==> src/hdl/sdv_pkg.sv <==
// Package: status codes, register indexes and tag constants for the sfnt directory validator.
`timescale 1ns / 1ps
`default_nettype none

package sdv_pkg;

    typedef enum logic [2:0] {
        ST_OK         = 3'd0,
        ST_BAD_COUNT  = 3'd1,
        ST_BAD_SEL    = 3'd2,
        ST_BAD_RANGE  = 3'd3,
        ST_BAD_TAG    = 3'd4,
        ST_OFS_IN_DIR = 3'd5,
        ST_PAST_LIMIT = 3'd6,
        ST_NO_REQ     = 3'd7
    } status_t;

    localparam logic [7:0] CFG_MIN_TABLES = 8'd0;
    localparam logic [7:0] CFG_MAX_TABLES = 8'd1;

    localparam logic [7:0] MIN_TABLES_RST = 8'd3;
    localparam logic [7:0] MAX_TABLES_RST = 8'd128;

    localparam logic [7:0] TAG_CHAR_LO = 8'h20;
    localparam logic [7:0] TAG_CHAR_HI = 8'h7E;

    localparam logic [31:0] TAG_HEAD = 32'h68656164;
    localparam logic [31:0] TAG_CMAP = 32'h636D6170;
    localparam logic [31:0] TAG_GLYF = 32'h676C7966;
    localparam logic [31:0] TAG_CFF  = 32'h43464620;

    localparam int HDR_BYTES   = 12;
    localparam int ENTRY_BYTES = 16;

endpackage

`default_nettype wire

==> src/hdl/sfnt_directory_validator_core.sv <==
// Top level: byte-serial sfnt table directory validator.
//
// Channel | Dir | Handshake             | Payload
// in      | in  | in_valid / in_ready   | data_byte, start_of_candidate, limit
// out     | out | out_valid / out_ready | status, extent
// cfg     | in  | cfg_valid / cfg_ready | cfg_index, cfg_data
//
// One byte per cycle unless the result register is blocked: an input register feeds one stage of checks
// that loads the result register, and a result is valid once its deciding byte has passed both.
// in_ready drops only while the input register holds a byte and the result register is full with out_ready low.
// Reset clears all control state and loads min_tables = 3, max_tables = 128; cfg_ready is always 1.
`timescale 1ns / 1ps
`default_nettype none

module sfnt_directory_validator_core #(
    parameter int MAX_TABLES = 128
) (
    input  wire logic        clk,
    input  wire logic        rst_n,
    input  wire logic        in_valid,
    output logic             in_ready,
    input  wire logic [7:0]  data_byte,
    input  wire logic        start_of_candidate,
    input  wire logic [31:0] limit,
    output logic             out_valid,
    input  wire logic        out_ready,
    output logic [2:0]       status,
    output logic [31:0]      extent,
    input  wire logic        cfg_valid,
    output logic             cfg_ready,
    input  wire logic [7:0]  cfg_index,
    input  wire logic [7:0]  cfg_data
);

    localparam int PW = $clog2(sdv_pkg::ENTRY_BYTES * MAX_TABLES + sdv_pkg::HDR_BYTES + 1);
    localparam int CW = (PW > 9) ? PW : 9;

    // configuration
    logic [7:0] min_tables_reg;
    logic [7:0] max_tables_reg;

    // input register
    logic        in_valid_reg, in_valid_next;
    logic [7:0]  byte_reg;
    logic        start_reg;
    logic [31:0] limit_in_reg;

    // candidate state
    logic [PW-1:0] pos_reg, pos_next;
    logic          active_reg, active_next;
    logic [7:0]    table_count_reg, table_count_next;
    logic [15:0]   search_range_reg, search_range_next;
    logic [15:0]   selector_reg, selector_next;
    logic [31:0]   field_shift_reg, field_shift_next;
    logic [31:0]   table_offset_reg, table_offset_next;
    logic [32:0]   furthest_end_reg, furthest_end_next;
    logic          saw_required_reg, saw_required_next;
    logic [31:0]   limit_held_reg, limit_held_next;

    // result register
    logic              out_valid_reg, out_valid_next;
    sdv_pkg::status_t  status_reg, status_next;
    logic [31:0]       extent_reg, extent_next;

    // datapath
    logic              advance;
    logic              act;
    logic [PW-1:0]     p;
    logic [PW-1:0]     rel;
    logic [3:0]        k;
    logic [31:0]       fs;
    logic [15:0]       cnt;
    logic [11:0]       hi;
    logic [2:0]        sel;
    logic [12:0]       dir_end;
    logic [32:0]       tab_end;
    logic [32:0]       fe_new;
    logic              last_entry;
    logic              fire;
    sdv_pkg::status_t  code;

    assign cfg_ready = 1'b1;
    assign advance   = in_valid_reg && (!out_valid_reg || out_ready);
    assign in_ready  = !in_valid_reg || advance;
    assign out_valid = out_valid_reg;
    assign status    = status_reg;
    assign extent    = extent_reg;

    always_ff @(posedge clk or negedge rst_n)
    begin
        if (!rst_n)
        begin
            min_tables_reg <= sdv_pkg::MIN_TABLES_RST;
            max_tables_reg <= sdv_pkg::MAX_TABLES_RST;
        end
        else if (cfg_valid && cfg_ready)
        begin
            if (cfg_index == sdv_pkg::CFG_MIN_TABLES)
                min_tables_reg <= cfg_data;
            else if (cfg_index == sdv_pkg::CFG_MAX_TABLES)
                max_tables_reg <= cfg_data;
        end
    end

    always_ff @(posedge clk)
    begin
        if (in_valid && in_ready)
        begin
            byte_reg     <= data_byte;
            start_reg    <= start_of_candidate;
            limit_in_reg <= limit;
        end
    end

    always_comb
    begin
        if (in_valid && in_ready)
            in_valid_next = 1'b1;
        else if (advance)
            in_valid_next = 1'b0;
        else
            in_valid_next = in_valid_reg;
    end

    // floor(log2) of the table count
    always_comb
    begin
        sel = 3'd0;
        for (int i = 1; i < 8; i++)
        begin
            if (table_count_reg[i])
                sel = 3'(i);
        end
    end

    always_comb
    begin
        act        = start_reg || active_reg;
        p          = start_reg ? '0 : pos_reg;
        fs         = {(start_reg ? 24'd0 : field_shift_reg[23:0]), byte_reg};
        cnt        = fs[15:0];
        hi         = ({4'd0, max_tables_reg} < 12'(MAX_TABLES)) ? {4'd0, max_tables_reg}
                                                                : 12'(MAX_TABLES);
        rel        = p - PW'(sdv_pkg::HDR_BYTES);
        k          = rel[3:0];
        dir_end    = 13'(sdv_pkg::HDR_BYTES) + {1'b0, table_count_reg, 4'd0};
        tab_end    = {1'b0, table_offset_reg} + {1'b0, fs};
        fe_new     = (tab_end > furthest_end_reg) ? tab_end : furthest_end_reg;
        last_entry = (CW'(rel[PW-1:4]) + CW'(1)) >= CW'(table_count_reg);

        pos_next          = pos_reg;
        active_next       = active_reg;
        table_count_next  = table_count_reg;
        search_range_next = search_range_reg;
        selector_next     = selector_reg;
        field_shift_next  = field_shift_reg;
        table_offset_next = table_offset_reg;
        furthest_end_next = furthest_end_reg;
        saw_required_next = saw_required_reg;
        limit_held_next   = limit_held_reg;
        fire              = 1'b0;
        code              = sdv_pkg::ST_OK;

        if (advance)
        begin
            if (start_reg)
            begin
                table_count_next  = 8'd0;
                search_range_next = 16'd0;
                selector_next     = 16'd0;
                table_offset_next = 32'd0;
                furthest_end_next = 33'd0;
                saw_required_next = 1'b0;
                limit_held_next   = limit_in_reg;
            end
            active_next = act;
            if (act)
            begin
                pos_next         = p + PW'(1);
                field_shift_next = fs;
                if (p == PW'(5))
                begin
                    if (cnt < {8'd0, min_tables_reg} || cnt > {4'd0, hi} || cnt == 16'd0)
                    begin
                        fire = 1'b1;
                        code = sdv_pkg::ST_BAD_COUNT;
                    end
                    else
                    begin
                        table_count_next  = cnt[7:0];
                        furthest_end_next = 33'(sdv_pkg::HDR_BYTES) + {21'd0, cnt[7:0], 4'd0};
                    end
                end
                else if (p == PW'(7))
                begin
                    search_range_next = cnt;
                end
                else if (p == PW'(9))
                begin
                    selector_next = cnt;
                    if (cnt != 16'(sel))
                    begin
                        fire = 1'b1;
                        code = sdv_pkg::ST_BAD_SEL;
                    end
                    else if (search_range_reg != (16'd16 << sel))
                    begin
                        fire = 1'b1;
                        code = sdv_pkg::ST_BAD_RANGE;
                    end
                end
                else if (p >= PW'(sdv_pkg::HDR_BYTES))
                begin
                    if (k < 4'd4)
                    begin
                        if (byte_reg < sdv_pkg::TAG_CHAR_LO || byte_reg > sdv_pkg::TAG_CHAR_HI)
                        begin
                            fire = 1'b1;
                            code = sdv_pkg::ST_BAD_TAG;
                        end
                        else if (k == 4'd3 && (fs == sdv_pkg::TAG_HEAD || fs == sdv_pkg::TAG_CMAP
                                 || fs == sdv_pkg::TAG_GLYF || fs == sdv_pkg::TAG_CFF))
                        begin
                            saw_required_next = 1'b1;
                        end
                    end
                    else if (k == 4'd11)
                    begin
                        table_offset_next = fs;
                        if (fs < {19'd0, dir_end})
                        begin
                            fire = 1'b1;
                            code = sdv_pkg::ST_OFS_IN_DIR;
                        end
                    end
                    else if (k == 4'd15)
                    begin
                        if (tab_end > {1'b0, limit_held_reg})
                        begin
                            fire = 1'b1;
                            code = sdv_pkg::ST_PAST_LIMIT;
                        end
                        else
                        begin
                            furthest_end_next = fe_new;
                            if (last_entry)
                            begin
                                fire = 1'b1;
                                code = saw_required_reg ? sdv_pkg::ST_OK : sdv_pkg::ST_NO_REQ;
                            end
                        end
                    end
                end
                if (fire)
                    active_next = 1'b0;
            end
        end
    end

    always_comb
    begin
        status_next = status_reg;
        extent_next = extent_reg;
        if (fire)
        begin
            out_valid_next = 1'b1;
            status_next    = code;
            extent_next    = (code == sdv_pkg::ST_OK) ? fe_new[31:0] : 32'd0;
        end
        else if (out_ready)
            out_valid_next = 1'b0;
        else
            out_valid_next = out_valid_reg;
    end

    always_ff @(posedge clk or negedge rst_n)
    begin
        if (!rst_n)
        begin
            in_valid_reg     <= 1'b0;
            out_valid_reg    <= 1'b0;
            pos_reg          <= '0;
            active_reg       <= 1'b0;
            table_count_reg  <= 8'd0;
            search_range_reg <= 16'd0;
            selector_reg     <= 16'd0;
            field_shift_reg  <= 32'd0;
            table_offset_reg <= 32'd0;
            furthest_end_reg <= 33'd0;
            saw_required_reg <= 1'b0;
            limit_held_reg   <= 32'd0;
        end
        else
        begin
            in_valid_reg     <= in_valid_next;
            out_valid_reg    <= out_valid_next;
            pos_reg          <= pos_next;
            active_reg       <= active_next;
            table_count_reg  <= table_count_next;
            search_range_reg <= search_range_next;
            selector_reg     <= selector_next;
            field_shift_reg  <= field_shift_next;
            table_offset_reg <= table_offset_next;
            furthest_end_reg <= furthest_end_next;
            saw_required_reg <= saw_required_next;
            limit_held_reg   <= limit_held_next;
        end
    end

    always_ff @(posedge clk)
    begin
        status_reg <= status_next;
        extent_reg <= extent_next;
    end

    // a result only comes from a byte of an open candidate
    a_fire_active: assert property (@(posedge clk) disable iff (!rst_n)
        fire |-> (advance && act))
        else $error("result without open candidate");

    // a result closes the candidate
    a_fire_closes: assert property (@(posedge clk) disable iff (!rst_n)
        fire |=> !active_reg)
        else $error("candidate still open after result");

    // a held request is not lost while the result register is blocked
    a_in_hold: assert property (@(posedge clk) disable iff (!rst_n)
        (in_valid_reg && !advance) |=> (in_valid_reg && $stable(byte_reg) && $stable(start_reg)))
        else $error("input register changed while stalled");

    // failing status carries no extent, passing status carries at least the header and one entry
    a_extent_zero: assert property (@(posedge clk) disable iff (!rst_n)
        (out_valid_reg && status_reg != sdv_pkg::ST_OK) |-> (extent_reg == 32'd0))
        else $error("nonzero extent on failure");

    a_extent_ok: assert property (@(posedge clk) disable iff (!rst_n)
        (out_valid_reg && status_reg == sdv_pkg::ST_OK) |-> (extent_reg >= 32'd28))
        else $error("extent below directory end on success");

    // selector word must match the encoded count on a passing candidate
    a_sel_ok: assert property (@(posedge clk) disable iff (!rst_n)
        (fire && code == sdv_pkg::ST_OK) |-> (selector_reg == 16'(sel)))
        else $error("passing candidate with bad selector");

endmodule

`default_nettype wire
==> config.mk <==
export PLATFORM = sky130hd
export DESIGN_NAME = sfnt_directory_validator_core
export DESIGN_NICKNAME = d
export VERILOG_FILES = /design/src/hdl/sdv_pkg.sv /design/src/hdl/sfnt_directory_validator_core.sv
export SDC_FILE = /design/constraint.sdc
export NUM_CORES = 1
export LEC_CHECK = 0
export CORE_ASPECT_RATIO = 0.8
export CORE_UTILIZATION = 50
export CTS_BUF_LIST = sky130_fd_sc_hd__clkbuf_8
export DETAILED_ROUTE_END_ITERATION = 12
export DONT_BUFFER_PORTS = 1
export GPL_ROUTABILITY_DRIVEN = 1
export PLACE_DENSITY = 0.69
export SLEW_MARGIN = 20
export SYNTH_ARGS = -nofsm -noshare
export SYNTH_HDL_FRONTEND = slang
export SYNTH_SLANG_ARGS = --single-unit
==> constraint.sdc <==
create_clock -name clk -period 9.5 [get_ports clk]
set_clock_uncertainty 0.2 [all_clocks]
set_input_delay 1.425 -clock clk [delete_from_list [all_inputs] [get_ports clk]]
set_output_delay 1.425 -clock clk [all_outputs]
set_load 0.1 [all_outputs]
== Word-level counts from Yosys, hierarchy flattened ==
Index checks and enable logic that the tools add are counted.
Operators by class
  $add $sub $neg: 6
  $lt $le $gt $ge: 11
  eq/ne operators: 14
  shift-type cells: 1
  mux-type cells: 88
  bitwise gates (word level): 1
  reductions and logical operators: 24
Operators with widths (count)
  $mux W33: 12
  $mux W32: 8
  $eq A32 B31 Y1 const B: 4
  $mux W16: 4
  $mux W3: 20
  $mux W8: 5
  $mux W1: 35
  $add A32 B32 Y33: 1
  $gt A33 B32 Y1: 1
  $gt A33 B33 Y1: 1
  $lt A32 B13 Y1: 1
  $add A4 B12 Y13 const A: 2
  $eq A12 B3 Y1 const B: 2
  $mux W24: 1
  $gt A16 B8 Y1: 1
  $logic_not A16 Y1: 1
  $lt A16 B8 Y1: 1
  $ne A16 B16 Y1: 1
  $ne A16 B3 Y1: 1
  $shl A5 B3 Y16 const A: 1
  $add A12 B1 Y12 const B: 1
  $eq A12 B4 Y1 const B: 1
  $ge A12 B4 Y1 const B: 1
  $mux W12: 1
  21 further kinds: 38
Word-level totals
  flip-flop bits (word level): 253

== Depth between registers and ports, before layout ==
  depth in word-level cells: 19
  mapped depth: 29

== Worst setup path before layout ==
No wires, ideal clock.
  path type: reg2reg
  start point: register start_reg
  end point: register extent_reg[0] (netlist: extent[0]), enable pin
  library setup time: 0.420 ns
  arrival time: 6.109 ns
  setup slack: 2.772 ns
  stages on the path, launching flop included: 27
  path buffers: 7
  period minus slack after synthesis: 6.728 ns
  cells stage by stage: edfxtp_1 -> buf_2 -> buf_2 -> buf_2 -> clkbuf_1 -> buf_1 -> clkbuf_1 -> nor2b_1 -> ha_1 -> buf_1 -> nor2_1 -> o41ai_1 -> a21oi_1 -> o21ai_0 -> nor2b_1 -> a211oi_4 -> o311ai_0 -> ha_1 -> nand4_1 -> or4_1 -> o32ai_1 -> a31oi_1 -> nor3_4 -> a31oi_1 -> o21ai_0 -> nand3_1 -> and3_1
RTL lines
  from (decl): line sfnt_directory_validator_core.sv:45  | logic start_reg;
  from (signal assigned): line sfnt_directory_validator_core.sv:110  | start_reg <= start_of_candidate;
  $mux W24 (*): line sfnt_directory_validator_core.sv:140  | fs = {(start_reg ? 24'd0 : field_shift_reg[23:0]), byte_reg};
  via fs[17]: line sfnt_directory_validator_core.sv:71  | logic [31:0] fs;
  $add A32 B32 Y33: line sfnt_directory_validator_core.sv:147  | tab_end = {1'b0, table_offset_reg} + {1'b0, fs};
  $gt A33 B32 Y1: line sfnt_directory_validator_core.sv:238  | if (tab_end > {1'b0, limit_held_reg})
  $mux W1: line sfnt_directory_validator_core.sv:238
  $mux W1: line sfnt_directory_validator_core.sv:236  | else if (k == 4'd15)
  $mux W1 (*): line sfnt_directory_validator_core.sv:227  | else if (k == 4'd11)
  $mux W1 (*): line sfnt_directory_validator_core.sv:214  | if (k < 4'd4)
  $mux W1 (*): line sfnt_directory_validator_core.sv:212  | else if (p >= PW'(sdv_pkg::HDR_BYTES))
  $mux W1 (*): line sfnt_directory_validator_core.sv:198  | else if (p == PW'(9))
  $mux W1 (*): line sfnt_directory_validator_core.sv:194  | else if (p == PW'(7))
  $mux W1 (*): line sfnt_directory_validator_core.sv:181  | if (p == PW'(5))
  $mux W1 (*): line sfnt_directory_validator_core.sv:177  | if (act)
  $mux W1 (*): line sfnt_directory_validator_core.sv:164  | if (advance)
  $mux W1 (*): line sfnt_directory_validator_core.sv:177
  $mux W1 (*): line sfnt_directory_validator_core.sv:164
  via fire: line sfnt_directory_validator_core.sv:79  | logic fire;
  to (signal assigned): line sfnt_directory_validator_core.sv:313  | extent_reg <= extent_next;
  to (decl): line sfnt_directory_validator_core.sv:63  | logic [31:0] extent_reg, extent_next;
Mark *: on every way through the listed nets, which the timed path passes. The rest lies on a longest branch. The select of a mux whose other input is x is not followed.
A chain may end at the register's enable or synchronous reset.

== Final worst setup path ==
  start point: register byte_reg[4]
  end point: register extent_reg[25] (netlist: extent[25]) (data pin)
Between the ends
  longest elaborated chain between the ends: 13
RTL lines
  from (decl): line sfnt_directory_validator_core.sv:44  | logic [7:0] byte_reg;
  from (signal assigned): line sfnt_directory_validator_core.sv:109  | byte_reg <= data_byte;
  $add A32 B32 Y33: line sfnt_directory_validator_core.sv:147
  $gt A33 B32 Y1: line sfnt_directory_validator_core.sv:238
  $mux W3: line sfnt_directory_validator_core.sv:238
  $mux W3: line sfnt_directory_validator_core.sv:236
  $mux W3: line sfnt_directory_validator_core.sv:227
  $mux W3: line sfnt_directory_validator_core.sv:214
  $mux W3: line sfnt_directory_validator_core.sv:212
  $mux W3: line sfnt_directory_validator_core.sv:198
  $mux W3: line sfnt_directory_validator_core.sv:194
  $mux W3: line sfnt_directory_validator_core.sv:181
  $mux W3: line sfnt_directory_validator_core.sv:177
  $mux W3: line sfnt_directory_validator_core.sv:164
  $logic_not A3 Y1: line sfnt_directory_validator_core.sv:268  | extent_next = (code == sdv_pkg::ST_OK) ? fe_new[31:0] : 32'd0;
Several ways; a longest one is shown, not always the timed one. The select of a mux whose other input is x is not followed.

==> metrics.md <==
| Metric | Value |
|---|---|
| Rows | `57` |
| Maximum VDD drop | `0.0000874 V` |
| Commonest register cell after synthesis | `dfrtp_1` |
| Max-cap check violation count | `0` |
| # H-tree levels | `2` |
| Commonest non-fill, non-tap cell in the layout | `nand2_1` |
| Dpl hpwl | `approximately 33,000 um` |
| Slew @ Worst Pin | `1.11 ns` |
| Fin. Hold Viols | `0` |
| PortBufs | `0` |
| TNS Setup | `0 ns` |
| R2R cell count | `19` |
| Power share of the clock group | `between 30% and 40%` |
| Routed vias/inst | `approximately 6` |
| Die Width | `200 um` |
| Synthesis Warnings | `0` |
| Maximum root-to-sink buffer count | `3` |
| Top post-synthesis cells by area | `dfrtp_1, edfxtp_1, ha_1, nand2_1, o21ai_0` |
| Crit path buffers/inverters | `1` |
| Nets@finish | `1,831` |
| Area after DPL | `16,000 um2` |
| Fillcell total | `2,721` |
| Largest incremental delay on the critical path | `0.86 ns` |
| Syn Area/Cell | `9.38 um2` |
| Crit path from | `byte_reg[4]` |
| Crit path launch type | `flip-flop` |
| Flop pwr share | `46.8%` |
| # placed instances | `approximately 2.0k` |
| Vias in the first global route | `between 10k and 15k` |
| CTS Hold Bufs | `0` |
| Fin. max-slew vios | `0` |
| Die area | `32,000 um2` |
| Synth cell types | `87` |
| Ant diodes | `0` |
| CTS Sinks | `253` |
| Num CTS Buffers | `44` |
| Crit Path Category | `reg2reg` |
| Setup crit end | `extent[25]` |
| Pint | `0.00186 W` |
| Cell Area, Synth | `15,600 um2` |
| Die Height | `160 um` |
| Initial antenna violation count | `1` |
| Vias | `12.9k` |
| Footprint of the multi-input gates | `about 8200 um2` |
| Postcts setup bufs | `0` |
| Psw | `around 0.0009 W` |
| Sw Share | `roughly a third` |
| Final Cell Area | `16,800 um2` |
| Critical Path End Type | `flip-flop` |
| Fin cells | `2,094` |
| Comb power frac | `19.5%` |
| DRT antenna net count | `0` |
| GP Congestion | `0.993` |
| Root buf cell | `clkbuf_8` |
| Share of the synthesized area in the top cell type | `27.8%` |
| FF-to-FF End | `extent[25]` |
| Fmax | `140 MHz` |
| Post-synth net total | `1,852` |
| Util after Layout | `54.8%` |
| DRC viols | `0` |
| Worst hold path class | `reg2reg` |
| R2R Path Start | `byte_reg[4]` |
| Max reg flops | `33` |
| Slew Limit Headroom | `25.7%` |
| Pin count of the biggest net entering global routing | `roughly 180` |
| Syn Inst Count | `1,668` |
| Unrepaired setup endpoints after global routing | `no` |
| Worst-Skew Late Latency | `0.58 ns` |
| Power per cell area | `around 160 nW/um2` |
| GRT Total Usage | `between 20% and 30%` |
| CP cell instances | `ha_1 > a21oi_1 > o21ai_0 > o311a_1 > a221o_1 > a21bo_2 > a211oi_4 > o311ai_0 > ha_1 > nand4_1 > or4_1 > o32ai_1 > a31oi_1 > nor3_4 > a31oi_1 > o211ai_1 > a211o_1 > buf_4 > nor2_1` |
| Routed WL | `approximately 45,000 um` |
| Final setup vio count | `0` |
| Status | `finished, final reports clean` |
| CTS tree | `done` |
| Register area share after synthesis | `42.9%` |
| Yosys top cell by area | `dfrtp_1` |
| FF/Latch Area | `6720 um2` |
| Fraction of layout cells with a size suffix above 1 | `8.80%` |
| Clk slew on worst S/H paths | `~0.06 ns` |
| Initial DRC Count | `~1.3k` |
| Critical Path AT | `7.27 ns` |
| Initial core utilization | `51.1%` |
| Critical path's top delay family | `compound AO/OA/AOI/OAI gates` |
| CP max FO | `18` |
| GRT Residual Overflow | `0` |
| WL/cell | `21.4 um` |
| Post-synthesis register bit count | `253` |
| # resized after CTS | `0` |
| Area growth syn-to-layout | `7.16%` |
| Tmin final | `7.16 ns` |
| Critical Path Stages | `19` |
| FF-to-FF setup slack | `roughly 2.3 ns` |
| Required time of the critical path | `9.62 ns` |
| Static Leak | `7.27 nW` |
| Core ar. | `30,600 um2` |
| DR pass1 iterations | `5` |
| Final worst path period share | `75.3%` |
| EDFF count, synth | `between 70 and 80` |
| Most frequent cells in the layout | `nand2_1, dfrtp_1, inv_1` |
| Ys async rst share | `70.0%` |
| IO Count | `100` |
| Hold path depth | `1` |
| Critical path's slowest cell | `edfxtp_1` |
| First-pass GRT wire length | `69,200 um` |
## stage by stage
stage                     worst slack (ns)  hold WS (ns)  power [W]
after floorplan                       2.77         0.254    0.00165
after global placement                2.59         0.261    0.00181
after detailed placement              2.46         0.268    0.00182
after CTS                             2.41         0.284    0.00274
after global routing                  1.94         0.283    0.00286
final                                 2.34         0.278    0.00273
## synth_stat cells (all sizes together) (8+ instances only)
| cell | number |
|---|---|
| a22oi | 16 |
| nand2b | 16 |
| a22o | 47 |
| nor4 | 23 |
| buf | 25 |
| and3 | 8 |
| xor2 | 18 |
| and2 | 10 |
| clkbuf | 57 |
| nor3 | 28 |
| ha | 121 |
| o21ai | 115 |
| o211ai | 18 |
| dfrtp | 174 |
| nor2 | 99 |
| inv | 112 |
| nand3 | 38 |
| a211oi | 15 |
| mux2i | 15 |
| nand2 | 226 |
| a21o | 19 |
| a31oi | 25 |
| xnor2 | 33 |
| o21bai | 8 |
| edfxtp | 76 |
| mux2 | 43 |
| a21oi | 102 |
| nor2b | 34 |
| nand4 | 26 |
## worst min-delay path by stage
stage	slack (ns)	to	from
2_1_floorplan	0.25	table_offset_reg[0]	table_offset_reg[0]
3_3_place_gp	0.26	limit_held_reg[1]	limit_in_reg[1]
3_5_place_dp	0.27	limit_held_reg[26]	limit_in_reg[26]
4_1_cts	0.28	limit_held_reg[11]	limit_in_reg[11]
5_1_grt	0.28	limit_held_reg[11]	limit_in_reg[11]
6_report	0.28	limit_held_reg[10]	limit_in_reg[10]
## power by group through the flow
| stage | logic, W | clock network (W) | registers (W) |
|---|---|---|---|
| floorplan | 0.000400 | 0 | 0.00125 |
| global route | 0.000586 | 0.000987 | 0.00129 |
| CTS | 0.000524 | 0.000939 | 0.00128 |
| finish | 0.000532 | 0.000921 | 0.00128 |
| detailed placement | 0.000521 | 0 | 0.00130 |
| global placement | 0.000512 | 0 | 0.00129 |
## per-layer routing
layer	GRT usage [%]	vias up	part of all wire [%]
met5	0	-	0
met4	7.70	0	2.3
met3	8.11	81	9.9
met2	39.9	559	42
met1	40.9	6252	46
li1	-	5998	-
## layout make-up
cell class | count | area share, %
inverter | 113 | 2.53
multi-input combinational | 1220 | 48.9
sequential | 253 | 40.0
timing repair buffer | 15 | 0.672
clock buffer | 47 | 3.86
clock inverter | 33 | 0.881
tap | 413 | 3.08
## worst reg2reg max path, delay by kind of cell, from the launching register on
kind	cells	cell delay, ns
and+or+nand+nor	4	1.09
AOI/OAI and AO/OA	12	3.60
adders and majority gates	2	0.83
DFF	1	0.86
buffers and inverters	1	0.34
## kinds of logic after synthesis
group	Yosys count	share of synthesized area, %
flip-flops	253	42.9
buffers and inverters	195	4.85
other	1	0.0240
adder cells (fa/ha/maj)	124	9.94
AO/OA/AOI/OAI	441	18.6
AND/OR/NAND/NOR	545	16.7
XOR/XNOR	51	2.90
multiplexers	58	4.05
(Power assumes the default switching activity.)
